--- src/rtl/ddm_pkg.sv ---
// ddm_pkg: shared widths, constants, codes and control structs of the drive mixer
// no dependencies; used by the interfaces, the controller, the datapath and the top
`default_nettype none

package ddm_pkg;

    // gear range and register reset
    localparam int TOP_GEAR = 10;
    localparam int GEAR_W   = 4;
    localparam int CFG_W    = 15;
    localparam logic [CFG_W-1:0] MAX_SPEED_RST = 15'd7000;

    // command and result widths
    localparam int IN_W  = 16;
    localparam int OUT_W = 16;
    localparam int MIX_W = IN_W + 1;
    localparam logic [MIX_W-1:0] UNIT_Q12 = 17'd4096;

    // multiply and divide widths; the quotient never exceeds max_speed
    localparam int PROD_W = MIX_W + CFG_W;
    localparam int NUM_W  = PROD_W + GEAR_W;
    localparam int QUOT_W = CFG_W;
    localparam int STEP_W = $clog2(QUOT_W);

    // operation codes
    typedef enum logic {
        OP_BUTTON   = 1'b0,
        OP_VELOCITY = 1'b1
    } ddm_op_t;

    // controller to datapath commands
    typedef struct packed {
        logic load;
        logic mix;
        logic mult;
        logic scale;
        logic div;
        logic commit;
    } ddm_cmd_t;

    // datapath to controller status
    typedef struct packed {
        logic velocity;
    } ddm_sts_t;

endpackage

`default_nettype wire

--- src/rtl/ddm_if.sv ---
// ddm_if: valid/ready channel interfaces for commands, results and configuration
// depends on ddm_pkg for field widths
`default_nettype none

interface ddm_cmd_if;
    logic                           valid;
    logic                           ready;
    logic                           operation;
    logic                           button_faster;
    logic                           button_slower;
    logic                           button_ahead;
    logic                           button_back;
    logic signed [ddm_pkg::IN_W-1:0] linear;
    logic signed [ddm_pkg::IN_W-1:0] angular;

    modport source (
        output valid, operation, button_faster, button_slower, button_ahead,
               button_back, linear, angular,
        input  ready
    );
    modport sink (
        input  valid, operation, button_faster, button_slower, button_ahead,
               button_back, linear, angular,
        output ready
    );
endinterface

interface ddm_res_if;
    logic                             valid;
    logic                             ready;
    logic signed [ddm_pkg::OUT_W-1:0]  left_speed;
    logic signed [ddm_pkg::OUT_W-1:0]  right_speed;
    logic        [ddm_pkg::GEAR_W-1:0] gear_level;
    logic                             reversing;

    modport source (
        output valid, left_speed, right_speed, gear_level, reversing,
        input  ready
    );
    modport sink (
        input  valid, left_speed, right_speed, gear_level, reversing,
        output ready
    );
endinterface

interface ddm_cfg_if;
    logic                        valid;
    logic                        ready;
    logic [ddm_pkg::CFG_W-1:0]   data;

    modport source (
        output valid, data,
        input  ready
    );
    modport sink (
        input  valid, data,
        output ready
    );
endinterface

`default_nettype wire

--- src/rtl/ddm_ctrl.sv ---
// ddm_ctrl: sequencing state machine, divide step counter and result valid flag
// depends on ddm_pkg for the command and status structs
`default_nettype none

module ddm_ctrl (
    input  wire logic              clk,
    input  wire logic              rst_n,
    input  wire logic              in_valid,
    output      logic              in_ready,
    output      logic              out_valid,
    input  wire logic              out_ready,
    input  wire ddm_pkg::ddm_sts_t sts,
    output      ddm_pkg::ddm_cmd_t cmd
);

    typedef enum logic [5:0] {
        S_IDLE   = 6'b000001,
        S_MIX    = 6'b000010,
        S_MULT   = 6'b000100,
        S_SCALE  = 6'b001000,
        S_DIVIDE = 6'b010000,
        S_FINISH = 6'b100000
    } state_t;

    localparam logic [ddm_pkg::STEP_W-1:0] LAST_STEP =
        ddm_pkg::STEP_W'(ddm_pkg::QUOT_W - 1);

    state_t                        state_reg, state_next;
    logic [ddm_pkg::STEP_W-1:0]    cnt_reg, cnt_next;
    logic                          out_valid_reg, out_valid_next;
    logic                          commit;

    // next state and commands
    always_comb
    begin
        state_next = state_reg;
        cnt_next   = cnt_reg;
        cmd        = '0;
        in_ready   = (state_reg == S_IDLE);
        commit     = (state_reg == S_FINISH) && (!out_valid_reg || out_ready);
        unique case (state_reg)
            S_IDLE:
            begin
                if (in_valid)
                begin
                    cmd.load   = 1'b1;
                    state_next = S_MIX;
                end
            end
            S_MIX:
            begin
                cmd.mix    = 1'b1;
                state_next = sts.velocity ? S_MULT : S_FINISH;
            end
            S_MULT:
            begin
                cmd.mult   = 1'b1;
                state_next = S_SCALE;
            end
            S_SCALE:
            begin
                cmd.scale  = 1'b1;
                cnt_next   = '0;
                state_next = S_DIVIDE;
            end
            S_DIVIDE:
            begin
                cmd.div  = 1'b1;
                cnt_next = cnt_reg + 1'b1;
                if (cnt_reg == LAST_STEP)
                begin
                    state_next = S_FINISH;
                end
            end
            S_FINISH:
            begin
                cmd.commit = commit;
                if (commit)
                begin
                    state_next = S_IDLE;
                end
            end
            default:
            begin
                state_next = S_IDLE;
            end
        endcase
    end

    // result valid flag
    always_comb
    begin
        if (commit)
        begin
            out_valid_next = 1'b1;
        end
        else if (out_ready)
        begin
            out_valid_next = 1'b0;
        end
        else
        begin
            out_valid_next = out_valid_reg;
        end
    end

    assign out_valid = out_valid_reg;

    // control registers
    always_ff @(posedge clk or negedge rst_n)
    begin
        if (!rst_n)
        begin
            state_reg     <= S_IDLE;
            cnt_reg       <= '0;
            out_valid_reg <= 1'b0;
        end
        else
        begin
            state_reg     <= state_next;
            cnt_reg       <= cnt_next;
            out_valid_reg <= out_valid_next;
        end
    end

`ifndef SYNTHESIS
    // a committed result is offered at the next edge
    a_commit_valid: assert property (@(posedge clk) disable iff (!rst_n)
        commit |=> out_valid_reg)
        else $error("result not offered after commit");

    // a button event skips the arithmetic
    a_button_short: assert property (@(posedge clk) disable iff (!rst_n)
        (state_reg == S_MIX) && !sts.velocity |=> (state_reg == S_FINISH))
        else $error("button event entered the arithmetic");

    // the divider runs exactly its step count
    a_div_length: assert property (@(posedge clk) disable iff (!rst_n)
        (state_reg == S_DIVIDE) && (cnt_reg == LAST_STEP) |=> (state_reg == S_FINISH))
        else $error("divide did not end after its last step");
`endif

endmodule

`default_nettype wire

--- src/rtl/ddm_dp.sv ---
// ddm_dp: gear and direction state, side mixing, scaling multiplies, two divide lanes
// depends on ddm_pkg; sequenced by ddm_ctrl
`default_nettype none

module ddm_dp #(
    parameter int TopGear = ddm_pkg::TOP_GEAR
) (
    input  wire logic                               clk,
    input  wire logic                               rst_n,
    input  wire ddm_pkg::ddm_cmd_t                  cmd,
    output      ddm_pkg::ddm_sts_t                  sts,
    input  wire logic                               cfg_we,
    input  wire logic        [ddm_pkg::CFG_W-1:0]   cfg_data,
    input  wire logic                               operation,
    input  wire logic                               button_faster,
    input  wire logic                               button_slower,
    input  wire logic                               button_ahead,
    input  wire logic                               button_back,
    input  wire logic signed [ddm_pkg::IN_W-1:0]    linear,
    input  wire logic signed [ddm_pkg::IN_W-1:0]    angular,
    output      logic signed [ddm_pkg::OUT_W-1:0]   left_speed,
    output      logic signed [ddm_pkg::OUT_W-1:0]   right_speed,
    output      logic        [ddm_pkg::GEAR_W-1:0]  gear_level,
    output      logic                               reversing
);

    localparam int MIX_W  = ddm_pkg::MIX_W;
    localparam int CFG_W  = ddm_pkg::CFG_W;
    localparam int GEAR_W = ddm_pkg::GEAR_W;
    localparam int OUT_W  = ddm_pkg::OUT_W;
    localparam int PROD_W = ddm_pkg::PROD_W;
    localparam int NUM_W  = ddm_pkg::NUM_W;
    localparam int QUOT_W = ddm_pkg::QUOT_W;
    localparam int DEN_W  = MIX_W + $clog2(TopGear + 1);
    localparam logic [GEAR_W-1:0] GEAR_TOP = GEAR_W'(TopGear);

    // captured command
    logic                        op_reg;
    logic                        faster_reg, slower_reg, ahead_reg, back_reg;
    logic signed [MIX_W-2:0]     lin_reg, ang_reg;

    // architectural state
    logic [CFG_W-1:0]            max_speed_reg;
    logic [GEAR_W-1:0]           gear_reg;
    logic                        rev_reg;
    logic                        last_faster_reg, last_slower_reg;
    logic                        last_ahead_reg, last_back_reg;
    logic signed [OUT_W-1:0]     held_left_reg, held_right_reg;

    // arithmetic pipeline, lane 0 is the left side, lane 1 the right side
    logic [MIX_W-1:0]            mag_reg [2];
    logic                        neg_reg [2];
    logic [DEN_W-1:0]            den_reg;
    logic [PROD_W-1:0]           prod_reg [2];
    logic [DEN_W-1:0]            rem_reg [2];
    logic [QUOT_W-1:0]           quo_reg [2];

    logic signed [MIX_W-1:0]     side [2];
    logic [MIX_W-1:0]            mag [2];
    logic [MIX_W-1:0]            peak, base;
    logic [NUM_W-1:0]            num [2];
    logic [DEN_W:0]              trial [2];
    logic [DEN_W:0]              diff [2];
    logic                        fits [2];
    logic [DEN_W-1:0]            rem_step [2];
    logic signed [OUT_W-1:0]     qv [2];

    logic [GEAR_W-1:0]           gear_up, gear_new;
    logic                        rev_new;
    logic signed [OUT_W-1:0]     left_new, right_new;

    assign sts.velocity = (op_reg == ddm_pkg::OP_VELOCITY);

    // side mixing and magnitudes
    always_comb
    begin
        side[0] = {lin_reg[MIX_W-2], lin_reg} - {ang_reg[MIX_W-2], ang_reg};
        side[1] = {lin_reg[MIX_W-2], lin_reg} + {ang_reg[MIX_W-2], ang_reg};
        for (int i = 0; i < 2; i++)
        begin
            mag[i] = side[i][MIX_W-1] ? MIX_W'(-side[i]) : MIX_W'(side[i]);
        end
        peak = (mag[0] > mag[1]) ? mag[0] : mag[1];
        base = (peak > ddm_pkg::UNIT_Q12) ? peak : ddm_pkg::UNIT_Q12;
    end

    // gear scaling and one restoring divide step per lane
    always_comb
    begin
        for (int i = 0; i < 2; i++)
        begin
            num[i]      = NUM_W'(prod_reg[i]) * NUM_W'(gear_reg);
            trial[i]    = {rem_reg[i], quo_reg[i][QUOT_W-1]};
            diff[i]     = trial[i] - {1'b0, den_reg};
            fits[i]     = (trial[i] >= {1'b0, den_reg});
            rem_step[i] = fits[i] ? diff[i][DEN_W-1:0] : trial[i][DEN_W-1:0];
            qv[i]       = OUT_W'(quo_reg[i]);
        end
    end

    // button edges update gear and direction
    always_comb
    begin
        gear_up  = gear_reg;
        gear_new = gear_reg;
        rev_new  = rev_reg;
        if (faster_reg && !last_faster_reg)
        begin
            gear_up = (gear_reg >= GEAR_TOP) ? GEAR_TOP : gear_reg + 1'b1;
        end
        gear_new = gear_up;
        if (slower_reg && !last_slower_reg)
        begin
            if (gear_up == '0)
            begin
                gear_new = '0;
            end
            else if (gear_up > GEAR_TOP)
            begin
                gear_new = GEAR_TOP;
            end
            else
            begin
                gear_new = gear_up - 1'b1;
            end
        end
        if (ahead_reg && !last_ahead_reg)
        begin
            rev_new = 1'b0;
        end
        if (back_reg && !last_back_reg)
        begin
            rev_new = 1'b1;
        end
    end

    // signed wheel speeds, right side mirrored
    always_comb
    begin
        left_new  = (neg_reg[0] ^ rev_reg) ? -qv[0] : qv[0];
        right_new = (neg_reg[1] ^ rev_reg) ? qv[1] : -qv[1];
    end

    // command capture and arithmetic pipeline
    always_ff @(posedge clk)
    begin
        if (cmd.load)
        begin
            op_reg     <= operation;
            faster_reg <= button_faster;
            slower_reg <= button_slower;
            ahead_reg  <= button_ahead;
            back_reg   <= button_back;
            lin_reg    <= linear;
            ang_reg    <= angular;
        end
        if (cmd.mix)
        begin
            den_reg <= DEN_W'(base) * DEN_W'(TopGear);
        end
        for (int i = 0; i < 2; i++)
        begin
            if (cmd.mix)
            begin
                mag_reg[i] <= mag[i];
                neg_reg[i] <= side[i][MIX_W-1];
            end
            if (cmd.mult)
            begin
                prod_reg[i] <= PROD_W'(mag_reg[i]) * PROD_W'(max_speed_reg);
            end
            if (cmd.scale)
            begin
                rem_reg[i] <= DEN_W'(num[i] >> QUOT_W);
                quo_reg[i] <= num[i][QUOT_W-1:0];
            end
            else if (cmd.div)
            begin
                rem_reg[i] <= rem_step[i];
                quo_reg[i] <= {quo_reg[i][QUOT_W-2:0], fits[i]};
            end
        end
    end

    // result payload register
    always_ff @(posedge clk)
    begin
        if (cmd.commit)
        begin
            if (sts.velocity)
            begin
                left_speed  <= left_new;
                right_speed <= right_new;
                gear_level  <= gear_reg;
                reversing   <= rev_reg;
            end
            else
            begin
                left_speed  <= held_left_reg;
                right_speed <= held_right_reg;
                gear_level  <= gear_new;
                reversing   <= rev_new;
            end
        end
    end

    // configuration and held state
    always_ff @(posedge clk or negedge rst_n)
    begin
        if (!rst_n)
        begin
            max_speed_reg   <= ddm_pkg::MAX_SPEED_RST;
            gear_reg        <= '0;
            rev_reg         <= 1'b0;
            last_faster_reg <= 1'b0;
            last_slower_reg <= 1'b0;
            last_ahead_reg  <= 1'b0;
            last_back_reg   <= 1'b0;
            held_left_reg   <= '0;
            held_right_reg  <= '0;
        end
        else
        begin
            if (cfg_we)
            begin
                max_speed_reg <= cfg_data;
            end
            if (cmd.commit)
            begin
                if (sts.velocity)
                begin
                    held_left_reg  <= left_new;
                    held_right_reg <= right_new;
                end
                else
                begin
                    gear_reg        <= gear_new;
                    rev_reg         <= rev_new;
                    last_faster_reg <= faster_reg;
                    last_slower_reg <= slower_reg;
                    last_ahead_reg  <= ahead_reg;
                    last_back_reg   <= back_reg;
                end
            end
        end
    end

`ifndef SYNTHESIS
    // gear never leaves its range
    a_gear_range: assert property (@(posedge clk) disable iff (!rst_n)
        gear_reg <= GEAR_TOP)
        else $error("gear above top gear");

    // partial remainders stay below the divisor while dividing
    a_rem_bound: assert property (@(posedge clk) disable iff (!rst_n)
        cmd.div |-> (rem_reg[0] < den_reg) && (rem_reg[1] < den_reg))
        else $error("divider remainder out of range");
`endif

endmodule

`default_nettype wire

--- src/rtl/differential_drive_mixer_with_gears.sv ---
// differential_drive_mixer_with_gears: top level joining controller and datapath
// depends on ddm_pkg, ddm_if, ddm_ctrl and ddm_dp
//
//  channel  | dir | transfer carries
//  ---------+-----+------------------------------------------------------------
//  cmd      | in  | operation, four button levels, linear and angular (Q3.12)
//  result   | out | left_speed, right_speed, gear_level, reversing
//  cfg      | in  | max_speed write data, always ready
//
// a velocity command passes mix, multiply, scale and the restoring divider,
// one quotient bit per cycle in each lane, then finish before the next ready.
// a button event skips to finish. one command is in work at a time; the next is
// taken while the previous result still waits in the output register.
// reset sets max_speed to 7000 and clears gear, direction, button history and
// held speeds. a stalled result holds the finished command in its last state.
`default_nettype none

module differential_drive_mixer_with_gears #(
    parameter int TopGear = ddm_pkg::TOP_GEAR
) (
    input wire logic  clk,
    input wire logic  rst_n,
    ddm_cmd_if.sink   cmd,
    ddm_res_if.source result,
    ddm_cfg_if.sink   cfg
);

    ddm_pkg::ddm_cmd_t ctl_cmd;
    ddm_pkg::ddm_sts_t dp_sts;
    logic              cmd_ready;
    logic              res_valid;

    // configuration is taken every cycle
    assign cfg.ready    = 1'b1;
    assign cmd.ready    = cmd_ready;
    assign result.valid = res_valid;

    // sequencer
    ddm_ctrl u_ctrl (
        .clk       (clk),
        .rst_n     (rst_n),
        .in_valid  (cmd.valid),
        .in_ready  (cmd_ready),
        .out_valid (res_valid),
        .out_ready (result.ready),
        .sts       (dp_sts),
        .cmd       (ctl_cmd)
    );

    // arithmetic and state
    ddm_dp #(
        .TopGear (TopGear)
    ) u_dp (
        .clk           (clk),
        .rst_n         (rst_n),
        .cmd           (ctl_cmd),
        .sts           (dp_sts),
        .cfg_we        (cfg.valid),
        .cfg_data      (cfg.data),
        .operation     (cmd.operation),
        .button_faster (cmd.button_faster),
        .button_slower (cmd.button_slower),
        .button_ahead  (cmd.button_ahead),
        .button_back   (cmd.button_back),
        .linear        (cmd.linear),
        .angular       (cmd.angular),
        .left_speed    (result.left_speed),
        .right_speed   (result.right_speed),
        .gear_level    (result.gear_level),
        .reversing     (result.reversing)
    );

endmodule

`default_nettype wire
--- src/flat_wrapper.sv ---
// flat-port wrapper written by rule: the top's interface ports become plain ports
module differential_drive_mixer_with_gears_flat 
#(
    parameter int TopGear = ddm_pkg::TOP_GEAR
)
  (clk, rst_n, cmd_valid, cmd_operation, cmd_button_faster, cmd_button_slower, cmd_button_ahead, cmd_button_back, cmd_linear, cmd_angular, cmd_ready, result_valid, result_left_speed, result_right_speed, result_gear_level, result_reversing, result_ready, cfg_valid, cfg_data, cfg_ready);
  ddm_cmd_if cmd_i ();
  ddm_res_if result_i ();
  ddm_cfg_if cfg_i ();
  input wire logic clk;
  input wire logic rst_n;
  input wire logic [$bits(cmd_i.valid)-1:0] cmd_valid;
  input wire logic [$bits(cmd_i.operation)-1:0] cmd_operation;
  input wire logic [$bits(cmd_i.button_faster)-1:0] cmd_button_faster;
  input wire logic [$bits(cmd_i.button_slower)-1:0] cmd_button_slower;
  input wire logic [$bits(cmd_i.button_ahead)-1:0] cmd_button_ahead;
  input wire logic [$bits(cmd_i.button_back)-1:0] cmd_button_back;
  input wire logic [$bits(cmd_i.linear)-1:0] cmd_linear;
  input wire logic [$bits(cmd_i.angular)-1:0] cmd_angular;
  output wire logic [$bits(cmd_i.ready)-1:0] cmd_ready;
  output wire logic [$bits(result_i.valid)-1:0] result_valid;
  output wire logic [$bits(result_i.left_speed)-1:0] result_left_speed;
  output wire logic [$bits(result_i.right_speed)-1:0] result_right_speed;
  output wire logic [$bits(result_i.gear_level)-1:0] result_gear_level;
  output wire logic [$bits(result_i.reversing)-1:0] result_reversing;
  input wire logic [$bits(result_i.ready)-1:0] result_ready;
  input wire logic [$bits(cfg_i.valid)-1:0] cfg_valid;
  input wire logic [$bits(cfg_i.data)-1:0] cfg_data;
  output wire logic [$bits(cfg_i.ready)-1:0] cfg_ready;
  assign cmd_i.valid = cmd_valid;
  assign cmd_i.operation = cmd_operation;
  assign cmd_i.button_faster = cmd_button_faster;
  assign cmd_i.button_slower = cmd_button_slower;
  assign cmd_i.button_ahead = cmd_button_ahead;
  assign cmd_i.button_back = cmd_button_back;
  assign cmd_i.linear = cmd_linear;
  assign cmd_i.angular = cmd_angular;
  assign cmd_ready = cmd_i.ready;
  assign result_valid = result_i.valid;
  assign result_left_speed = result_i.left_speed;
  assign result_right_speed = result_i.right_speed;
  assign result_gear_level = result_i.gear_level;
  assign result_reversing = result_i.reversing;
  assign result_i.ready = result_ready;
  assign cfg_i.valid = cfg_valid;
  assign cfg_i.data = cfg_data;
  assign cfg_ready = cfg_i.ready;
  differential_drive_mixer_with_gears #(.TopGear(TopGear)) u_core (.clk(clk), .rst_n(rst_n), .cmd(cmd_i), .result(result_i), .cfg(cfg_i));
endmodule
--- config.mk ---
export PLATFORM = sky130hd
export DESIGN_NAME = differential_drive_mixer_with_gears_flat
export DESIGN_NICKNAME = d
export VERILOG_FILES = /design/src/rtl/ddm_pkg.sv /design/src/rtl/ddm_if.sv /design/src/rtl/ddm_ctrl.sv /design/src/rtl/ddm_dp.sv /design/src/rtl/differential_drive_mixer_with_gears.sv /design/src/flat_wrapper.sv
export SDC_FILE = /design/constraint.sdc
export NUM_CORES = 2
export LEC_CHECK = 0
export BUFFER_PORTS_ARGS = -buffer_cell sky130_fd_sc_hd__buf_2
export CAP_MARGIN = 15
export CORE_ASPECT_RATIO = 0.9
export CORE_UTILIZATION = 45
export DETAILED_ROUTE_END_ITERATION = 10
export SLEW_MARGIN = 30
export SYNTH_ARGS = -nofsm -noshare
export SYNTH_HDL_FRONTEND = slang
export SYNTH_SLANG_ARGS = --single-unit
--- constraint.sdc ---
create_clock -name clk -period 16.4 [get_ports clk]
set_input_delay 3.28 -clock clk [delete_from_list [all_inputs] [get_ports clk]]
set_output_delay 3.28 -clock clk [all_outputs]
set_load 0.05 [all_outputs]
======== After elaboration in Yosys (flattened, before gate mapping) ========
Memories as Yosys holds them, arrays and structs flattened.
Index checks and enable logic that the tools add are counted.
storage, ports and cells
  register bits after elaboration ......... 161
  memories ................................ 5
  output and inout port bits .............. 40
  memory bits (writable) .................. 172
  logic and storage cells ................. 131
memories
  name                  depth  width  rd ports  clocked after Yosys merged registers in  wr ports  RTL line      text
  u_core.u_dp.prod_reg  2      32     2         0                                        2         ddm_dp.sv:54  logic [PROD_W-1:0] prod_reg [2];
  u_core.u_dp.rem_reg   2      21     2         0                                        2         ddm_dp.sv:55  logic [DEN_W-1:0] rem_reg [2];
  u_core.u_dp.mag_reg   2      17     2         0                                        2         ddm_dp.sv:51  logic [MIX_W-1:0] mag_reg [2];
  u_core.u_dp.quo_reg   2      15     2         0                                        2         ddm_dp.sv:56  logic [QUOT_W-1:0] quo_reg [2];
  u_core.u_dp.neg_reg   2      1      2         0                                        2         ddm_dp.sv:52  logic neg_reg [2];
cells by class
  reductions and logical operators ........ 16
  bitwise operators ....................... 7
  multiply operators ...................... 5
  multiplexer cells ....................... 47
  equality and inequality tests ........... 10
  add/sub/neg operators ................... 11
  order comparisons ....................... 6
operator list
  cell                     number
  $mux W21                 4
  $mul A32 B4 Y36          2
  $mux W17                 4
  $mul A17 B15 Y32         2
  $mux W16                 4
  $ge A22 B21 Y1           2
  $sub A21 B21 Y21         2
  $pmux W6 S6              1
  $neg A17 Y17             2
  $neg A15 Y16             2
  $mux W15                 2
  $mux W4                  6
  $mux W6                  4
  $mux W1                  21
  $mul A17 B3 Y20 const B  1
  $add A16 B16 Y17         1
  $gt A17 B13 Y1 const B   1
  $gt A17 B17 Y1           1
  $sub A16 B16 Y17         1
  $add A4 B1 Y4 const B    2
  $pmux W4 S2              1
  $eq A6 B1 Y1 const B     1
  $eq A6 B2 Y1 const B     1
  $eq A6 B3 Y1 const B     1
  other kinds (18)         33

======== Longest topological paths before layout ========
  depth after elaboration ................. 8
  gate-level depth with buffers ........... 41
  depth with buffers taken out ............ 39

======== Cells and area by module ========
A second synthesis with hierarchy kept.
unflattened totals
  cells, all modules ...................... 4511
  area, all modules ....................... 42568.3 µm²
modules (own cells, without submodules)
  module                               cells each  area an instance (µm²)  instances
  ddm_dp                               4446        41936.5                 1
  ddm_ctrl                             63          620.6                   1
  differential_drive_mixer_with_gears  2           11.3                    1

======== Worst setup path before layout ========
No wires, ideal clock.
  path kind ............................... register to register
  from .................................... reg u_core.u_dp.ang_reg[0]
  to ...................................... reg u_core.u_dp.den_reg[18], data pin
  required time ........................... 16.131 ns
  data arrival time ....................... 7.837 ns
  period minus slack after synthesis ...... 8.106 ns
  path slack .............................. 8.294 ns
  buffers on the path ..................... 2
  setup time .............................. 0.269 ns
  stages on the path, launching flop included .. 40
  path through ............................ edfxtp_1 > ha_1 > fa_1 > nand2b_1 > a21oi_1 > o221a_2 > o21ai_0 > a21oi_1 > or2_2 > clkbuf_1 > nor2_1 > a21oi_1 > ha_1 > o21a_1 > o211ai_1 > nand2_1 > a211oi_1 > o21a_1 > (+4 left out) > mux2i_1 > a211oi_2 > buf_6 > a211oi_2 > ha_1 > ha_1 > fa_1 > a21o_1 > a21oi_1 > o21bai_1 > a21oi_1 > o21bai_1 > a21oi_1 > o21bai_1 > a21oi_1 > o21ai_0 > a2111oi_0 > nor3_1
RTL lines
  item                    RTL line       text
  start, declared         ddm_dp.sv:40   logic signed [MIX_W-2:0] lin_reg, ang_reg;
  start signal, assigned  ddm_dp.sv:155  ang_reg <= angular;
  end signal, assigned    ddm_dp.sv:159  den_reg <= DEN_W'(base) * DEN_W'(TopGear);
  end, declared           ddm_dp.sv:53   logic [DEN_W-1:0] den_reg;

==> qor.txt <==
Status - complete, no violations
Min-delay worst type - flop to flop
Syn Std Cell Area - 0.0422 mm²
Setup TNS - 0 ps
Post-CTS sizing - 0
WHS - 470 ps
Pin count of the biggest net entering global routing - 71
# hold bufs at CTS - 0
First-pass GRT wire length - 169000 µm
Max FO, Critical Path - 24
Most frequent CP cell - a21oi_1
Setup Crit Path Kind - flop to flop
Critical Path RT - 16730 ps
Final setup fails - 0
Number of distinct library cells after synthesis - 99
Most frequent cells in the layout - nand2_1 (682), inv_1 (615), fa_1 (511)
Rel. slew slack - 33.0%
Synthesized-area fraction occupied by adder cells - 36.2%
Compound-Gate Fraction of Synth Area - 10.9%
Filler cells - 8826
Buffer and inverter count on the worst path - 2
Slowest cell on crit path - fa_1
Core area - 0.0928 mm²
Placed insts - 5691
Critical Path Source - u_core.u_dp.ang_reg[0]
Final Net Count - 5461
Die span in x - 325 µm
# Post-CTS Setup Buffers - 0
Grt total ovfl - 0
Wire per inst - 17.8 µm
RR Startpoint - u_core.u_dp.ang_reg[0]
Antenna diodes - 0
Area delta synth->final - 7.36%
Rows - 106
Share of cells above drive strength 1 - 7.47%
Period utilization - 59.3%
Number of global-route vias before repair - 31300
Max FFs per register - 63
EDFF count, synth - 264
Tmin final - 9720 ps
Crit path largest cell delay - 460 ps
Ports - 97
Main combinational cell family by area after synthesis - adder cells
Clock skew - 25.4 ps
Slew @ Worst Pin - 1000 ps
RSZ-0062 raised after global routing - no
CTS tree - done
Pre-CTS setup slack - 6790 ps
DRT Pass-1 Iters - 5
Total CTS buffers - 42
Startpoint types - flop
Initial DRC Count - 1656
Slew Limit Fails - 0
Vias per cell - 5.36
H-tree depth - 2
Final Routed Wirelength - 103000 µm
Avg Synthesized Cell Area - 9.39 µm²
Crit path capture type - flop
Total track usage - 22.1%
Initial antenna violation count - 1
Worst Path Arrival - 10050 ps
Post-synthesis sequential area ratio - 22.8%
Final Hold Viols - 0
Clock sinks - 331
Routed Antenna Nets - 0
Max Fclk - 103 MHz
Ys flop type - edfxtp_1
DRC - 0
Port-buffer cells - 95
Most frequent standard cell in the layout excluding fill and tap cells - nand2_1
RD Place Congestion - 0.862
Post-synth ARST share - 20.2%
Final worst setup slack - 6680 ps
CTS root buffer - clkbuf_16
Layout Cells excl Fill - 5768
Max-cap violations - 0
Mapped Nets - 5463
Proportion of synthesized area in mux cells - 2.13%
Seq cells post-synth - 331
Post-Synth Simple-Gate Area - 16.1%
Worst-skew pair later-pin latency - 600 ps
Clock transition at the registers of the reported paths - 60 ps
Die area - 0.0950 mm²
Detailed-route via count - 30900
Crit-path leading delay family - compound AO/OA/AOI/OAI gates
Detailed Place HPWL - 80300 µm
Yosys warns - 0
Cells after Synth - 4495
CTS max path bufs - 3
Starting Density - 45.5%
Synth Area in XOR/XNOR - 4.71%
Die height - 293 µm
Hold Path Origin - u_core.u_dp.held_right_reg[13]
[cells by family after synthesis]
| group | Yosys count |
|---|---|
| xor gates and xnor gates | 225 |
| adders and majority gates | 913 |
| buffers and inverters | 800 |
| muxes | 82 |
| DFF | 331 |
| and+or+nand+nor | 1437 |
| other | 1 |
| AOI/OAI and AO/OA | 706 |
[layout make-up]
cell class / count / area [µm²] / share of cell area (%)
timing repair buffer: 136 / 786 / 1.73
sequential: 331 / 9620 / 21.2
inverter: 618 / 2320 / 5.12
clock inverter: 29 / 353 / 0.779
multi-input combinational: 3364 / 29600 / 65.2
clock buffer: 48 / 1110 / 2.46
tap: 1242 / 1550 / 3.43
[stage by stage]
stage / cell area, µm² / util (%)
after detailed placement: 43800 / 47.2
after global placement: 43800 / 47.2
after global routing: 45300 / 48.8
after CTS: 45300 / 48.8
final: 45300 / 48.8
after floorplan: 42200 / -
[worst paths after layout]
path                                                  endpoint  slack (ps)  depth (start not counted)
worst min-delay path            u_core.u_dp.held_right_reg[13]         470                          2
worst max-delay path                   u_core.u_dp.den_reg[18]        6680                         39
max in group asynchronous              u_core.u_dp.gear_reg[3]       12750                          2
worst max register to register         u_core.u_dp.den_reg[18]        6680                         39
worst min register to register  u_core.u_dp.held_right_reg[13]         470                          2
min in group asynchronous             u_core.u_ctrl.cnt_reg[2]        2530                          1
[metal layers]
metal | part of all wire, % | GRT usage (%)
met5 | 0 | 0
met1 | 46 | 29.9
met4 | 3.7 | 7.57
met3 | 3.5 | 1.96
met2 | 47 | 37.4
[worst reg2reg max path, delay by kind of cell, from the launching register on]
family,cells,cell delay [ps]
buffers and inverters,2,590
DFF,1,390
and+or+nand+nor,5,760
AOI/OAI and AO/OA,24,5100
muxes,1,360
adders and majority gates,7,2260
[cell usage after synthesis, types with 21 or more instances]
master	number	share of area (%)
nand2_1	682	6.1
inv_1	616	5.5
fa_1	511	24
ha_1	400	12
and2_1	279	4.1
edfxtp_1	264	19
a21oi_1	209	2.5
nor2_1	200	1.8
clkbuf_1	158	1.4
o21ai_0	149	1.8
xnor2_1	143	3.0
a21o_1	86	1.5
xor2_1	80	1.7
dfrtp_1	59	3.5
mux2_2	58	1.5
nor3_1	43	0.51
nand2b_1	39	0.58
nand3_1	37	0.44
o21bai_1	32	0.57
a211oi_1	24	0.43
or3_1	24	0.36
mux2i_1	23	0.55
nand4_1	23	0.34
nor2b_1	23	0.34
o21a_1	22	0.39
a31oi_1	21	0.31
o31ai_1	21	0.37
Power is not shown: default switching activity piles up to over one toggle a cycle in this logic, so the estimate is an artifact.
